`src/hdl/lkvc_pkg.sv`:
```
`timescale 1ns / 1ps
`default_nettype none
// ----------------------------------------------------------------------------
// lkvc_pkg: shared types and constants of the LRU key-value cache
// Field widths, action codes, miss value and the per-cell control group.
// ----------------------------------------------------------------------------
package lkvc_pkg;

	localparam int KEY_W  = 32;
	localparam int DATA_W = 32;
	localparam int CAP_W  = 5;

	localparam logic [CAP_W-1:0]  CAP_RESET  = CAP_W'(16);
	localparam logic [DATA_W-1:0] MISS_VALUE = '1;

	// action codes
	localparam logic ACT_GET = 1'b0;
	localparam logic ACT_SET = 1'b1;

	// control broadcast to every cell
	typedef struct packed {
		logic cmp_en;  // latch the key match of the incoming item
		logic upd_en;  // apply a set: cells up to the limit take their neighbor
	} lkvc_ctrl_t;

endpackage
`default_nettype wire

```
`src/hdl/lkvc_cell.sv`:
```
`timescale 1ns / 1ps
`default_nettype none
// ----------------------------------------------------------------------------
// lkvc_cell: one entry of the recency-ordered chain
// Holds key, value and valid mark; compares against the incoming key and,
// on a set that reaches its position, takes the entry of its younger neighbor.
// ----------------------------------------------------------------------------
module lkvc_cell
	import lkvc_pkg::*;
#(
	parameter int IDX_W = 4,
	parameter int IDX   = 0
) (
	input  logic              clk,
	input  logic              arst_n,
	input  lkvc_ctrl_t        ctrl,
	input  logic [IDX_W-1:0]  limit,
	input  logic [KEY_W-1:0]  cmp_key,
	input  logic [KEY_W-1:0]  prev_key,
	input  logic [DATA_W-1:0] prev_value,
	input  logic              prev_valid,
	output logic [KEY_W-1:0]  ent_key,
	output logic [DATA_W-1:0] ent_value,
	output logic              ent_valid,
	output logic              match
);

	logic [KEY_W-1:0]  key_q;
	logic [DATA_W-1:0] value_q;
	logic              valid_q;
	logic              match_q;
	logic              shift;

	// cells at positions 0..limit move one step older
	assign shift = ctrl.upd_en && (IDX_W'(IDX) <= limit);

	always_ff @(posedge clk or negedge arst_n) begin
		if (!arst_n) begin
			valid_q <= 1'b0;
			match_q <= 1'b0;
		end else begin
			if (shift) begin
				valid_q <= prev_valid;
			end
			if (ctrl.cmp_en) begin
				match_q <= valid_q && (key_q == cmp_key);
			end
		end
	end

	always_ff @(posedge clk) begin
		if (shift) begin
			key_q   <= prev_key;
			value_q <= prev_value;
		end
	end

	assign ent_key   = key_q;
	assign ent_value = value_q;
	assign ent_valid = valid_q;
	assign match     = match_q;

endmodule
`default_nettype wire

```
`src/hdl/lru_key_value_cache_unit.sv`:
```
`timescale 1ns / 1ps
`default_nettype none
// ----------------------------------------------------------------------------
// lru_key_value_cache_unit: least-recently-used key-value store
// Chain of entry cells kept in recency order, most recent at cell 0.
// ----------------------------------------------------------------------------
// Usage:
//   Input channel (in_valid/in_stall) carries one item: action, key, data_in.
//   A get (action 0) yields one result item on the output channel
//   (out_valid/out_stall): hit and read_value (-1 on a miss). A set (action 1)
//   yields no result. Capacity is written through cfg_wr_en/cfg_wr_data while
//   the block is idle; 0 acts as 1, values above ENTRIES act as ENTRIES.
// Timing:
//   One item at a time. In the accept cycle every cell compares its key with
//   the incoming one; then, in the update state, the chain shifts for a set
//   or the result register loads for a get. in_stall is high during the
//   update state. A get result shows in the cycle after its update.
// Reset:
//   arst_n empties the store (all valid marks cleared, occupancy zero) and
//   sets the capacity to 16.
// Backpressure:
//   The result register holds while out_stall is high. A following set is
//   still taken; a following get waits in its update cycle until the result
//   register is free.
// ----------------------------------------------------------------------------
module lru_key_value_cache_unit
	import lkvc_pkg::*;
#(
	parameter int ENTRIES = 16
) (
	input  logic                     clk,
	input  logic                     arst_n,
	// configuration
	input  logic                     cfg_wr_en,
	input  logic [CAP_W-1:0]         cfg_wr_data,
	// input items
	input  logic                     in_valid,
	output logic                     in_stall,
	input  logic                     action,
	input  logic signed [KEY_W-1:0]  key,
	input  logic signed [DATA_W-1:0] data_in,
	// result items
	output logic                     out_valid,
	input  logic                     out_stall,
	output logic                     hit,
	output logic signed [DATA_W-1:0] read_value
);

	localparam int IDX_W = (ENTRIES > 1) ? $clog2(ENTRIES) : 1;
	localparam int OCC_W = $clog2(ENTRIES + 1);
	localparam int CMP_W = (OCC_W > CAP_W) ? OCC_W : CAP_W;

	typedef enum logic {
		ST_IDLE,
		ST_UPDATE
	} state_t;

	state_t            state_q;
	logic [CAP_W-1:0]  cap_q;
	logic [OCC_W-1:0]  occ_q;
	logic              out_valid_q;
	logic              hit_q;
	logic [DATA_W-1:0] value_q;

	// item held for its update cycle
	logic              act_q;
	logic [KEY_W-1:0]  key_q;
	logic [DATA_W-1:0] data_q;

	logic              in_accept;
	logic              out_free;
	logic              upd_go;
	logic              is_set;
	logic              evict;
	logic [CMP_W-1:0]  cap_ext;
	logic [CMP_W-1:0]  eff_cap;
	logic [OCC_W-1:0]  occ_m1;
	logic [IDX_W-1:0]  limit;
	lkvc_ctrl_t        ctrl;

	// chain links: position 0 is the new item, position i+1 is cell i
	logic [KEY_W-1:0]  chain_key   [ENTRIES+1];
	logic [DATA_W-1:0] chain_value [ENTRIES+1];
	logic              chain_valid [ENTRIES+1];
	logic [ENTRIES-1:0] match_vec;

	logic              hit_any;
	logic [IDX_W-1:0]  hit_idx;
	logic [DATA_W-1:0] hit_value;

	assign in_accept = in_valid && !in_stall;
	assign in_stall  = (state_q != ST_IDLE);
	assign is_set    = (act_q == ACT_SET);
	assign out_free  = !out_valid_q || !out_stall;
	assign upd_go    = (state_q == ST_UPDATE) && (is_set || out_free);

	assign ctrl.cmp_en = in_accept;
	assign ctrl.upd_en = upd_go && is_set;

	// effective capacity, clamped to 1..ENTRIES
	always_comb begin
		cap_ext = CMP_W'(cap_q);
		priority if (cap_ext == '0) begin
			eff_cap = CMP_W'(1);
		end else if (cap_ext > CMP_W'(ENTRIES)) begin
			eff_cap = CMP_W'(ENTRIES);
		end else begin
			eff_cap = cap_ext;
		end
	end

	// a new key with the store at or over capacity drops the oldest entry
	assign evict  = CMP_W'(occ_q) >= eff_cap;
	assign occ_m1 = occ_q - OCC_W'(1);

	// last cell that moves: the matching entry on an update, otherwise the
	// oldest valid cell (evict) or the first empty one
	always_comb begin
		priority if (hit_any) begin
			limit = hit_idx;
		end else if (evict) begin
			limit = occ_m1[IDX_W-1:0];
		end else begin
			limit = occ_q[IDX_W-1:0];
		end
	end

	// keys are unique among valid cells, so at most one match bit is set
	always_comb begin
		hit_idx   = '0;
		hit_value = '0;
		for (int i = 0; i < ENTRIES; i++) begin
			if (match_vec[i]) begin
				hit_idx   = hit_idx | IDX_W'(i);
				hit_value = hit_value | chain_value[i+1];
			end
		end
	end
	assign hit_any = |match_vec;

	assign chain_key[0]   = key_q;
	assign chain_value[0] = data_q;
	assign chain_valid[0] = 1'b1;

	for (genvar g = 0; g < ENTRIES; g++) begin : g_cell
		lkvc_cell #(
			.IDX_W (IDX_W),
			.IDX   (g)
		) u_cell (
			.clk        (clk),
			.arst_n     (arst_n),
			.ctrl       (ctrl),
			.limit      (limit),
			.cmp_key    (key),
			.prev_key   (chain_key[g]),
			.prev_value (chain_value[g]),
			.prev_valid (chain_valid[g]),
			.ent_key    (chain_key[g+1]),
			.ent_value  (chain_value[g+1]),
			.ent_valid  (chain_valid[g+1]),
			.match      (match_vec[g])
		);
	end

	always_ff @(posedge clk) begin
		if (in_accept) begin
			act_q  <= action;
			key_q  <= key;
			data_q <= data_in;
		end
	end

	always_ff @(posedge clk or negedge arst_n) begin
		if (!arst_n) begin
			state_q     <= ST_IDLE;
			cap_q       <= CAP_RESET;
			occ_q       <= '0;
			out_valid_q <= 1'b0;
			hit_q       <= 1'b0;
			value_q     <= '0;
		end else begin
			if (cfg_wr_en) begin
				cap_q <= cfg_wr_data;
			end

			unique case (state_q)
				ST_IDLE: begin
					if (in_accept) begin
						state_q <= ST_UPDATE;
					end
				end
				ST_UPDATE: begin
					if (upd_go) begin
						state_q <= ST_IDLE;
					end
				end
				default: begin
					state_q <= ST_IDLE;
				end
			endcase

			// occupancy grows only on a new key that needs no eviction
			if (upd_go && is_set && !hit_any && !evict) begin
				occ_q <= occ_q + OCC_W'(1);
			end

			if (upd_go && !is_set) begin
				out_valid_q <= 1'b1;
				hit_q       <= hit_any;
				value_q     <= hit_any ? hit_value : MISS_VALUE;
			end else if (!out_stall) begin
				out_valid_q <= 1'b0;
			end
		end
	end

	assign out_valid  = out_valid_q;
	assign hit        = hit_q;
	assign read_value = value_q;

endmodule
`default_nettype wire

```
`config.mk`:
```
export PLATFORM = sky130hd
export DESIGN_NAME = lru_key_value_cache_unit
export DESIGN_NICKNAME = d
export VERILOG_FILES = /design/src/hdl/lkvc_pkg.sv /design/src/hdl/lkvc_cell.sv /design/src/hdl/lru_key_value_cache_unit.sv
export SDC_FILE = /design/constraint.sdc
export NUM_CORES = 1
export LEC_CHECK = 0
export ABC_AREA = 1
export BUFFER_PORTS_ARGS = -buffer_cell sky130_fd_sc_hd__buf_2
export CELL_PAD_IN_SITES_DETAIL_PLACEMENT = 1
export CELL_PAD_IN_SITES_GLOBAL_PLACEMENT = 1
export CORE_MARGIN = 8
export CORE_UTILIZATION = 53
export CTS_CLUSTER_SIZE = 10
export DETAILED_ROUTE_END_ITERATION = 12
export PLACE_DENSITY_LB_ADDON = 0.1
export SLEW_MARGIN = 30
export SYNTH_ARGS = -nofsm -noshare
export SYNTH_HDL_FRONTEND = slang
export SYNTH_SLANG_ARGS = --single-unit
```
`constraint.sdc`:
```
create_clock -name clk -period 5.73 [get_ports clk]
set_input_delay 1.146 -clock clk [delete_from_list [all_inputs] [get_ports clk]]
set_output_delay 1.146 -clock clk [all_outputs]
set_load 0.05 [all_outputs]
```
Word-level counts from Yosys, hierarchy flattened. Index checks and enable logic that the tools add are counted.

Bits in registers: 1166. Latch bits: 0. Memory bits (writable): 0. ROM bits: 0. Input bits: 75. Output and inout port bits: 35. Logic and storage cells: 215. Memories kept: 0.

Add/subtract/negate cells: 2. Multipliers: 0. Div/mod/pow operators: 0. $lt $le $gt $ge: 18. Eq/ne operators: 17. Shifts and indexed selects: 0. Mux-type cells: 41. Bitwise gates (word level): 16. Reduce and logical (&&, ||, !) cells: 48.

Operators with widths (count): 32-bit 2-to-1 mux (17); 32-bit == test (16); 32-bit bitwise OR (15); 4-bit 2-to-1 mux (10); 1-bit logical AND (38); 4-bit less-or-equal comparator (first input constant) (8); 3-bit by 4-bit less-or-equal comparator with 1-bit output (first input constant) (4); 16-bit OR reduction (1); 3-bit 2-to-1 mux (4); 5-bit 2-to-1 mux (2); 1-bit by 4-bit less-or-equal comparator with 1-bit output (first input constant) (2); 2-bit by 4-bit less-or-equal comparator with 1-bit output (first input constant) (2); 1-bit zero test (6); 5-bit by 1-bit adder with 5-bit output (second input constant) (1); 5-bit >= comparator (1); 5-bit > comparator (second input constant) (1); 5-bit zero test (1); 1-bit 2-to-1 mux (5); 2-bit 2-to-1 mux (2); 4-bit by 1-bit subtractor with 4-bit output (second input constant) (1); 1-bit logical OR (2); 2-bit by 1-bit != test with 1-bit output (second input constant) (1); 1-bit one-hot mux with 2 select lines (1); 1-bit inverter (1).

Logic depth before layout (Yosys ltp). Gate-level depths: netlist (run 1).

Depth after elaboration: 32. Mapped depth: 17.

Modules after synthesis. From an unflattened synthesis (run 1), not the netlist that was laid out.

Cell total of the unflattened synthesis: 4332. Area, all modules: 48554.1 sq um.

Modules (own cells, without submodules): lru_key_value_cache_unit (times used 1, cells an instance 1142, area an instance 7537.2 sq um, seq. area each 3079.2 sq um); lkvc_cell (g_cell[12].u_cell ...) (times used 2, cells an instance 199, area an instance 2552.4 sq um, seq. area each 1971.9 sq um); lkvc_cell (g_cell[11].u_cell) (times used 1, cells an instance 201, area an instance 2576.2 sq um, seq. area each 1971.9 sq um); lkvc_cell (g_cell[8].u_cell) (times used 1, cells an instance 208, area an instance 2576.2 sq um, seq. area each 1971.9 sq um); lkvc_cell (g_cell[3].u_cell) (times used 1, cells an instance 196, area an instance 2570.0 sq um, seq. area each 1971.9 sq um); lkvc_cell (g_cell[0].u_cell) (times used 1, cells an instance 203, area an instance 2567.5 sq um, seq. area each 1971.9 sq um); lkvc_cell (g_cell[10].u_cell) (times used 1, cells an instance 199, area an instance 2567.5 sq um, seq. area each 1971.9 sq um); lkvc_cell (g_cell[7].u_cell) (times used 1, cells an instance 197, area an instance 2567.5 sq um, seq. area each 1971.9 sq um); lkvc_cell (g_cell[6].u_cell) (times used 1, cells an instance 202, area an instance 2566.2 sq um, seq. area each 1971.9 sq um); lkvc_cell (g_cell[15].u_cell) (times used 1, cells an instance 201, area an instance 2565.0 sq um, seq. area each 1971.9 sq um); lkvc_cell (g_cell[14].u_cell) (times used 1, cells an instance 197, area an instance 2563.7 sq um, seq. area each 1971.9 sq um); lkvc_cell (g_cell[2].u_cell) (times used 1, cells an instance 197, area an instance 2561.2 sq um, seq. area each 1971.9 sq um); lkvc_cell (g_cell[5].u_cell) (times used 1, cells an instance 198, area an instance 2560.0 sq um, seq. area each 1971.9 sq um); lkvc_cell (g_cell[13].u_cell) (times used 1, cells an instance 200, area an instance 2558.7 sq um, seq. area each 1971.9 sq um); +2 rows.

Worst setup path before layout (run 1). Ideal clock, no wire load.

Path type: reg-to-reg. Start: register state_q (netlist: in_stall). End: register g_cell[13].u_cell.key_q[0], enable pin. Arrival time: 5270 ps. Slack: 42 ps. Stages on the path, launching flop included: 7. Cell sequence: dfrtp_1 nand2_1 inv_1 nand3_4 nor2_4 nand2_2 inv_1.

Cells in the longest elaborated chain, start to end: 3.

RTL lines: start, declared (line lru_key_value_cache_unit.sv:58) `state_t state_q;`; start signal, assigned (line lru_key_value_cache_unit.sv:175) `state_q <= ST_IDLE;`; start signal, assigned (line lru_key_value_cache_unit.sv:189) `state_q <= ST_UPDATE;`; start signal, assigned (line lru_key_value_cache_unit.sv:194) `state_q <= ST_IDLE;`; 1-bit logical AND (line lru_key_value_cache_unit.sv:95) `assign upd_go = (state_q == ST_UPDATE) && (is_set || out_free);`; 1-bit logical AND (line lru_key_value_cache_unit.sv:98) `assign ctrl.upd_en = upd_go && is_set;`; 1-bit logical AND (line lkvc_cell.sv:35) `assign shift = ctrl.upd_en && (IDX_W'(IDX) <= limit);`; net g_cell[13].u_cell.shift (line lkvc_cell.sv:32) `logic shift;`; end signal, assigned (line lkvc_cell.sv:53) `key_q <= prev_key;`; end, declared (line lkvc_cell.sv:28) `logic [KEY_W-1:0] key_q;`.

The timed path passes the listed nets, and every way through them passes these cells. A chain may end at the register's enable or synchronous reset.

Worst setup path after layout (run 1).
Start: register cap_q[4] (netlist: cap_ext[4]). End: register g_cell[14].u_cell.key_q[9], enable pin.

Cells in the longest elaborated chain, start to end: 8.

RTL lines: start, declared (line lru_key_value_cache_unit.sv:59) `logic [CAP_W-1:0] cap_q;`; start signal, assigned (line lru_key_value_cache_unit.sv:183) `cap_q <= cfg_wr_data;`; 5-bit > comparator (line lru_key_value_cache_unit.sv:105) `end else if (cap_ext > CMP_W'(ENTRIES)) begin`; 5-bit 2-to-1 mux (line lru_key_value_cache_unit.sv:105); 5-bit 2-to-1 mux * (line lru_key_value_cache_unit.sv:103) `priority if (cap_ext == '0) begin`; 5-bit >= comparator * (line lru_key_value_cache_unit.sv:113) `assign evict = CMP_W'(occ_q) >= eff_cap;`; 4-bit 2-to-1 mux * (line lru_key_value_cache_unit.sv:121) `end else if (evict) begin`; 4-bit 2-to-1 mux * (line lru_key_value_cache_unit.sv:119) `priority if (hit_any) begin`; 4-bit less-or-equal comparator * (line lkvc_cell.sv:35); 1-bit logical AND * (line lkvc_cell.sv:35); net g_cell[14].u_cell.shift (line lkvc_cell.sv:32); end signal, assigned (line lkvc_cell.sv:53); end, declared (line lkvc_cell.sv:28).

The timed path passes the listed nets; every way through them passes the cells marked *.

==> impl_metrics.env, run 1 <==
export IMPL_whs_path_depth=0
export IMPL_crit_buf_inv=5
export IMPL_place_ws_ns=1.673
export IMPL_syn_area_um2=46170
export IMPL_r2r_end="g_cell[14].u_cell.ent_key[9]"
export IMPL_setup_violations=0
export IMPL_rsz0062_at_grt="false"
export IMPL_grt_pass1_vias=30050
export IMPL_synth_area_leaders="edfxtp_1 71%, nand2_1 4.5%, xor2_1 4.4%, dfrtp_1 4.1%, xnor2_1 2.4%"
export IMPL_clock_path_buffers=3
export IMPL_via_per_inst=5.974
export IMPL_finalClockSkew_ns=0.02622
export IMPL_rows=108
export IMPL_synthDistinctLibCells=48
export IMPL_fin_ws_ns=1.697
export IMPL_synth_edf_count=1089
export IMPL_syn_to_final_growth_pct=12.37
export IMPL_fp_dieW_um=311.1
export IMPL_drc=0
export IMPL_clk_pin_slew_ns=0.05
export IMPL_yosysWarnings=0
export IMPL_yosysMostFrequentCell="edfxtp_1"
export IMPL_drtAntennaViolNets=0
export IMPL_io_pins=110
export IMPL_fin_crit_sh_pct=70.38
export IMPL_cts_buffers=136
export IMPL_syn_avg_cell_area_um2=14.45
export IMPL_fin_crit_ns=4.033
export IMPL_holdPathEnd="g_cell[0].u_cell.ent_value[15]"
export IMPL_vdd_ir_drop_worst_uv=377.0
export IMPL_worstSetupEndpointType="register"
export IMPL_die_h_um=311.1
export IMPL_status="finished clean"
export IMPL_place_area_um2=47940
export IMPL_root_buffer="clkbuf_16"
export IMPL_crit_type="register to register"
export IMPL_postRouteWirelength_mm=132.3
export IMPL_die_area_um2=96810
export IMPL_critical_path_max_stage_delay_ns=0.55
export IMPL_r2r_slack_ns=1.70
export IMPL_start_util_pct=53.30
export IMPL_drt_iter0_drc=2145
export IMPL_grt_max_degree=66
export IMPL_insertedDiodeCount=0
export IMPL_post_dp_hpwl_mm=83.04
export IMPL_ys_seq_area_share_pct=75.01
export IMPL_antenna_found_initial=0
export IMPL_design_area_um2=51880
export IMPL_place_congestion=0.8437
export IMPL_cts_hold_buf=0
export IMPL_synthFlopType="edfxtp_1"
export IMPL_cp_data_required_time_ns=6.12
export IMPL_fp_coreArea_um2=86620
export IMPL_r2r_start="cap_ext[4]"
export IMPL_worst_pin_slew_ns=1.005
export IMPL_worstPathCellList="inv_1, ha_1, nand2_1, inv_1, nand2_1, nand3_2, nand2_1, nand2_1, nand2_2, nand3_4, nor2_4, buf_4, nand2_2, clkinv_2, buf_4"
export IMPL_critical_path_top_delay_family="buffers and inverters"
export IMPL_tns_ns=0
export IMPL_synthesis_nets=3277
export IMPL_yosys_top_cells_count="1,089 x edfxtp_1, 548 x nand2_1, 230 x xor2_1"
export IMPL_hold_violations=0
export IMPL_worst_r2r_path_depth=15
export IMPL_ctsResizeCount=0
export IMPL_finalMaxSlewViolations=0
export IMPL_grt_overflow=0
export IMPL_io_buffers=109
export IMPL_worstPathArrival_ns=4.42
export IMPL_fmaxAchievable_mhz=248.0
export IMPL_wl_per_cell_um=28.87
export IMPL_post_cts_buffers=0
export IMPL_path_max_fanout=35
export IMPL_cpMostUsedCell="nand2_1"
export IMPL_synth_async_reset_ratio_pct=6.604
export IMPL_num_vias=27370
export IMPL_dr_pass1_iters=5
export IMPL_grt_first_pass_wirelength_mm=196.9
export IMPL_nFillCells=8064
export IMPL_ys_ff_latch=1166
export IMPL_cts_tree="yes"
export IMPL_slew_headroom_pct=33.03
export IMPL_start_kind="register"
export IMPL_hp_start="data_q[15]"
export IMPL_p_leak_nw=17.82
export IMPL_slowest_stage="clkinv_2"
export IMPL_nNetsFinal=3426
export IMPL_synth_top_cell_by_area="edfxtp_1"
export IMPL_cts_max_level=4
export IMPL_powerDensity_nw_per_um2=439.5
export IMPL_hold_path_class="register to register"
export IMPL_drive_above_1_share_pct=13.25
export IMPL_holdWs_ns=0.4125
export IMPL_cap_violations=0
export IMPL_insertion_delay_ns=0.76
export IMPL_syn_inst=3195
export IMPL_cts_sinks=1166
export IMPL_synth_top_area_share_pct=70.83
export IMPL_grtUsageTotal_pct=27.23
==> registers in the layout, summed over array words and instances, names as in the netlist <==
register / cells
out_valid: 1
cap_ext: 5
in_stall: 1
data_q: 32
key_q: 32
occ_q: 5
g_cell.u_cell.ent_key: 512
read_value: 32
g_cell.u_cell.ent_value: 512
g_cell.u_cell.ent_valid: 16
hit: 1
act_q: 1
g_cell.u_cell.match: 16
==> report_power, final <==
group	total (mW)	switching [mW]	internal, mW
sequential	12.2	0.868	11.3
combinational	2.70	2.07	0.632
clock	7.90	3.40	4.49
==> per-stage QoR <==
stage | utilization (%) | power [mW] | cells
floorplan | - | 13.65 | 3195
global placement | 55.31 | 14.83 | 4361
detailed placement | 55.34 | 15.03 | 4361
CTS | 59.88 | 22.92 | 4581
global route | 59.89 | 23.51 | 4581
finish | 59.89 | 22.80 | 4581
==> final cells by class <==
class                      count  area, um^2  share of cell area [%]
clock buffer                 204        3721                   7.172
multi-input combinational   1790       10640                   20.50
timing repair buffer         147       833.3                   1.606
clock inverter                16       205.2                  0.3955
tap                         1155        1445                   2.786
sequential                  1166       34640                   66.76
inverter                     103       402.9                  0.7766
==> per-layer routing <==
metal | part of all wire (%) | track usage [%] | routed length, um | up-vias
met2 | 51 | 46.90 | 67180 | 951
met4 | 4.6 | 12.12 | 6020 | 0
li1 | - | - | - | 11840
met3 | 4.9 | 4.328 | 6488 | 284
met5 | 0 | 0 | 0 | -
met1 | 40 | 33.96 | 52590 | 14300
==> layout by cell type (no fill, tap or decap), types with 101 or more instances in the layout <==
cell,n
xnor2_1,128
xor2_1,230
nand4_1,101
clkbuf_16,138
buf_2,108
nand3_1,138
nand2_1,544
edfxtp_1,1089
nor2_1,162
==> how the worst max path moves through the flow <==
stage / start / end / slack (ns) / depth (start not counted)
global route: cap_ext[1] / g_cell[14].u_cell.ent_key[12] / 1.41 / 17
floorplan: in_stall / g_cell[13].u_cell.ent_key[0] / 0.04 / 6
CTS: cap_ext[4] / g_cell[15].u_cell.ent_value[14] / 1.66 / 15
finish: cap_ext[4] / g_cell[14].u_cell.ent_key[9] / 1.70 / 15
global placement: cap_ext[1] / g_cell[14].u_cell.ent_key[9] / 1.79 / 17
detailed placement: cap_ext[4] / g_cell[15].u_cell.ent_value[7] / 1.67 / 15
==> cells by family (layout without fill, tap and decap cells) <==
logic type / count (synthesis) / in the layout / synth area share (%)
adders and majority gates: 7 / 7 / 0.1897
muxes: 1 / 1 / 0.02439
xor gates and xnor gates: 358 / 358 / 6.792
DFF: 1166 / 1166 / 75.01
buffers and inverters: 239 / 470 / 2.154
and+or+nand+nor: 1193 / 1193 / 12.08
AOI/OAI and AO/OA: 231 / 231 / 3.751
==> worst register-to-register path, delay by kind of cell, from the launching register on <==
| family | cells | cell delay [ns] |
|---|---|---|
| adder cells (fa/ha/maj) | 1 | 0.32 |
| buffers and inverters | 5 | 1.60 |
| flip-flops | 1 | 0.53 |
| AND/OR/NAND/NOR | 9 | 1.22 |
Power figures use the tool's default switching activity.
==> run 2: changes to the inputs <==
--- a/config.mk
+++ b/config.mk
@@ -5,12 +5,12 @@
 export SDC_FILE = /design/constraint.sdc
 export NUM_CORES = 1
 export LEC_CHECK = 0
-export ABC_AREA = 1
+export ABC_AREA = 0
 export BUFFER_PORTS_ARGS = -buffer_cell sky130_fd_sc_hd__buf_2
 export CELL_PAD_IN_SITES_DETAIL_PLACEMENT = 1
 export CELL_PAD_IN_SITES_GLOBAL_PLACEMENT = 1
 export CORE_MARGIN = 8
-export CORE_UTILIZATION = 53
+export CORE_UTILIZATION = 54
 export CTS_CLUSTER_SIZE = 10
 export DETAILED_ROUTE_END_ITERATION = 12
 export PLACE_DENSITY_LB_ADDON = 0.1
==> constraint.sdc (replaced) <==
create_clock -name clk -period 3.8 [get_ports clk]
set_input_delay 0.76 -clock clk [delete_from_list [all_inputs] [get_ports clk]]
set_output_delay 0.76 -clock clk [all_outputs]
set_load 0.05 [all_outputs]
==> impl_metrics.env, run 2 <==
export IMPL_pwr_share_clk_pct=36.1
export IMPL_insertion_delay_ns=0.73
export IMPL_finalPower_mw=32.83
export IMPL_syn_avg_cell_area_um2=17.49
export IMPL_io_pins=110
export IMPL_vdd_ir_drop_worst_uv=405.6
export IMPL_worst_r2r_path_depth=9
export IMPL_grt_pass1_vias=27340
export IMPL_post_route_util_pct=62.52
export IMPL_ctsResizeCount=0
export IMPL_powerDensity_nw_per_um2=640.5
export IMPL_clock_path_buffers=3
export IMPL_cts_tree="yes"
export IMPL_syn_inst=2555
export IMPL_place_ws_ns=0.2490
export IMPL_die_area_um2=92220
export IMPL_cts_buffers=136
export IMPL_start_util_pct=54.51
export IMPL_synth_async_reset_ratio_pct=6.604
export IMPL_cpMostUsedCell="buf_4"
export IMPL_switchingPower_mw=8.653
export IMPL_fmaxAchievable_mhz=277.5
export IMPL_cp_data_required_time_ns=4.15
export IMPL_post_cts_buffers=0
export IMPL_synthDistinctLibCells=53
export IMPL_die_h_um=303.7
export IMPL_nNetsFinal=2861
export IMPL_grtUsageTotal_pct=29.07
export IMPL_fin_crit_sh_pct=94.83
export IMPL_ys_seq_area_share_pct=77.49
export IMPL_cts_max_level=4
export IMPL_synth_edf_count=1089
export IMPL_crit_type="register to register"
export IMPL_rsz0062_at_grt="false"
export IMPL_hold_violations=0
export IMPL_p_leak_nw=16.87
export IMPL_holdWs_ns=0.1018
export IMPL_worstPathCellList="inv_1, ha_1, nor2b_1, o21a_1, o41ai_1, o21ai_2, buf_4, a31oi_4, buf_4"
export IMPL_io_buffers=109
export IMPL_status="finished clean"
export IMPL_layout_common_cells="1,089 x edfxtp_1, 368 x xor2_1, 174 x a22oi_1"
export IMPL_antenna_found_initial=4
export IMPL_worst_pin_slew_ns=0.8850
export IMPL_rows=105
export IMPL_synth_area_leaders="edfxtp_1 73%, xor2_1 7.2%, dfrtp_1 4.3%, a22oi_1 2.9%, xnor2_1 2.9%"
export IMPL_place_congestion=0.8651
export IMPL_synthesis_nets=2637
export IMPL_yosysWarnings=0
export IMPL_place_area_um2=47320
export IMPL_root_buffer="clkbuf_16"
export IMPL_post_dp_hpwl_mm=88.62
export IMPL_drt_iter0_drc=2888
export IMPL_worstPathArrival_ns=3.95
export IMPL_wl_per_cell_um=34.47
export IMPL_worstSetupEndpointType="register"
export IMPL_setup_violations=0
export IMPL_yosys_top_cells_count="1,089 x edfxtp_1, 368 x xor2_1, 174 x a22oi_1"
export IMPL_cts_hold_buf=0
export IMPL_fin_ws_ns=0.1966
export IMPL_comb_power_share_pct=10.0
export IMPL_cap_violations=0
export IMPL_postRouteWirelength_mm=135.2
export IMPL_r2r_slack_ns=0.20
export IMPL_path_max_fanout=25
export IMPL_start_kind="register"
export IMPL_r2r_start="occ_q[0]"
export IMPL_r2r_end="g_cell[10].u_cell.ent_value[15]"
export IMPL_slew_headroom_pct=41.00
export IMPL_drtAntennaViolNets=0
export IMPL_p_seq_share_pct=53.9
export IMPL_ys_ff_latch=1166
export IMPL_yosysMostFrequentCell="edfxtp_1"
export IMPL_fin_crit_ns=3.603
export IMPL_synth_top_area_share_pct=73.18
export IMPL_grt_max_degree=68
export IMPL_drc=0
export IMPL_dr_pass1_iters=5
export IMPL_clk_pin_slew_ns=0.06
export IMPL_syn_to_final_growth_pct=14.69
export IMPL_synthFlopType="edfxtp_1"
export IMPL_grt_overflow=0
export IMPL_fp_coreArea_um2=81980
export IMPL_syn_area_um2=44690
export IMPL_grt_first_pass_wirelength_mm=195.9
export IMPL_critical_path_max_stage_delay_ns=0.55
export IMPL_synth_top_cell_by_area="edfxtp_1"
export IMPL_slowest_stage="o41ai_1"
export IMPL_num_vias=25400
export IMPL_nFillCells=7083
export IMPL_crit_buf_inv=3
export IMPL_finalClockSkew_ns=0.02771
export IMPL_final_common_cell="edfxtp_1"
export IMPL_via_per_inst=6.473
export IMPL_cts_sinks=1166
export IMPL_design_area_um2=51250
export IMPL_hold_path_class="input port to async pin"
export IMPL_finalMaxSlewViolations=0
export IMPL_netSwitchingFraction_pct=26.36
export IMPL_fp_dieW_um=303.7
export IMPL_drive_above_1_share_pct=15.22
export IMPL_p_int_mw=24.17
export IMPL_critical_path_top_delay_family="compound AO/OA/AOI/OAI gates"
==> run 2: worst max-delay path by stage <==
stage	from	to	slack [ns]	cells after the start
floorplan	in_stall	g_cell[15].u_cell.ent_valid	-0.90	8
CTS	occ_q[0]	g_cell[12].u_cell.ent_valid	0.18	9
global route	cap_ext[4]	g_cell[3].u_cell.ent_valid	0.09	10
detailed placement	occ_q[0]	g_cell[12].u_cell.ent_valid	0.25	9
finish	occ_q[0]	g_cell[10].u_cell.ent_value[15]	0.20	9
global placement	occ_q[0]	g_cell[12].u_cell.ent_valid	0.33	9
==> run 2: through the flow <==
stage	setup TNS, ns	cells
after floorplan	-381.95	2555
after global placement	0	3710
after detailed placement	0	3710
after CTS	0	3921
after global routing	0	3922
final	0	3923
==> run 2: kinds of logic after synthesis <==
group           synth area share, %
compound gates                5.916
xor+xnor                      10.13
fa+ha+maj                    0.1960
buf+inv                       1.263
flops                         77.49
mux                          0.4592
simple gates                  4.541
==> run 2: worst register-to-register path, cell delays in order, from the launching register on <==
cell     delay (ns)
dfrtp_1        0.53
inv_1          0.19
ha_1           0.24
nor2b_1        0.15
o21a_1         0.23
o41ai_1        0.55
o21ai_2        0.17
buf_4          0.20
a31oi_4        0.45
buf_4          0.50
==> run 2: power by group through the flow <==
| stage | Combinational [mW] | Sequential [mW] | Clock [mW] |
|---|---|---|---|
| 6_report | 3.29 | 17.7 | 11.9 |
| 3_5_place_dp | 3.24 | 17.9 | 0 |
| 3_3_place_gp | 3.14 | 17.8 | 0 |
| 5_1_grt | 3.47 | 17.8 | 12.4 |
| 4_1_cts | 3.27 | 17.7 | 12.0 |
| 2_1_floorplan | 1.86 | 17.3 | 0 |
==> run 2: cell type report <==
cell class	count	area [um^2]	area share, %
diodes	1	2.502	0.004882
clock buffers	196	3660	7.141
clock inverters	15	254.0	0.4956
inverters	9	53.80	0.1050
multi-input cells	1239	9608	18.75
flip-flops and latches	1166	34650	67.60
well taps	1070	1339	2.612
repair buffers	227	1688	3.293
==> run 2: metal layers <==
| layer | vias to the layer above | wire (um) | global-route usage (%) |
|---|---|---|---|
| li1 | 10420 | - | - |
| met1 | 13260 | 52710 | 37.91 |
| met2 | 1388 | 66100 | 48.24 |
| met3 | 329 | 11020 | 5.654 |
| met4 | 0 | 5378 | 11.45 |
| met5 | - | 0 | 0 |
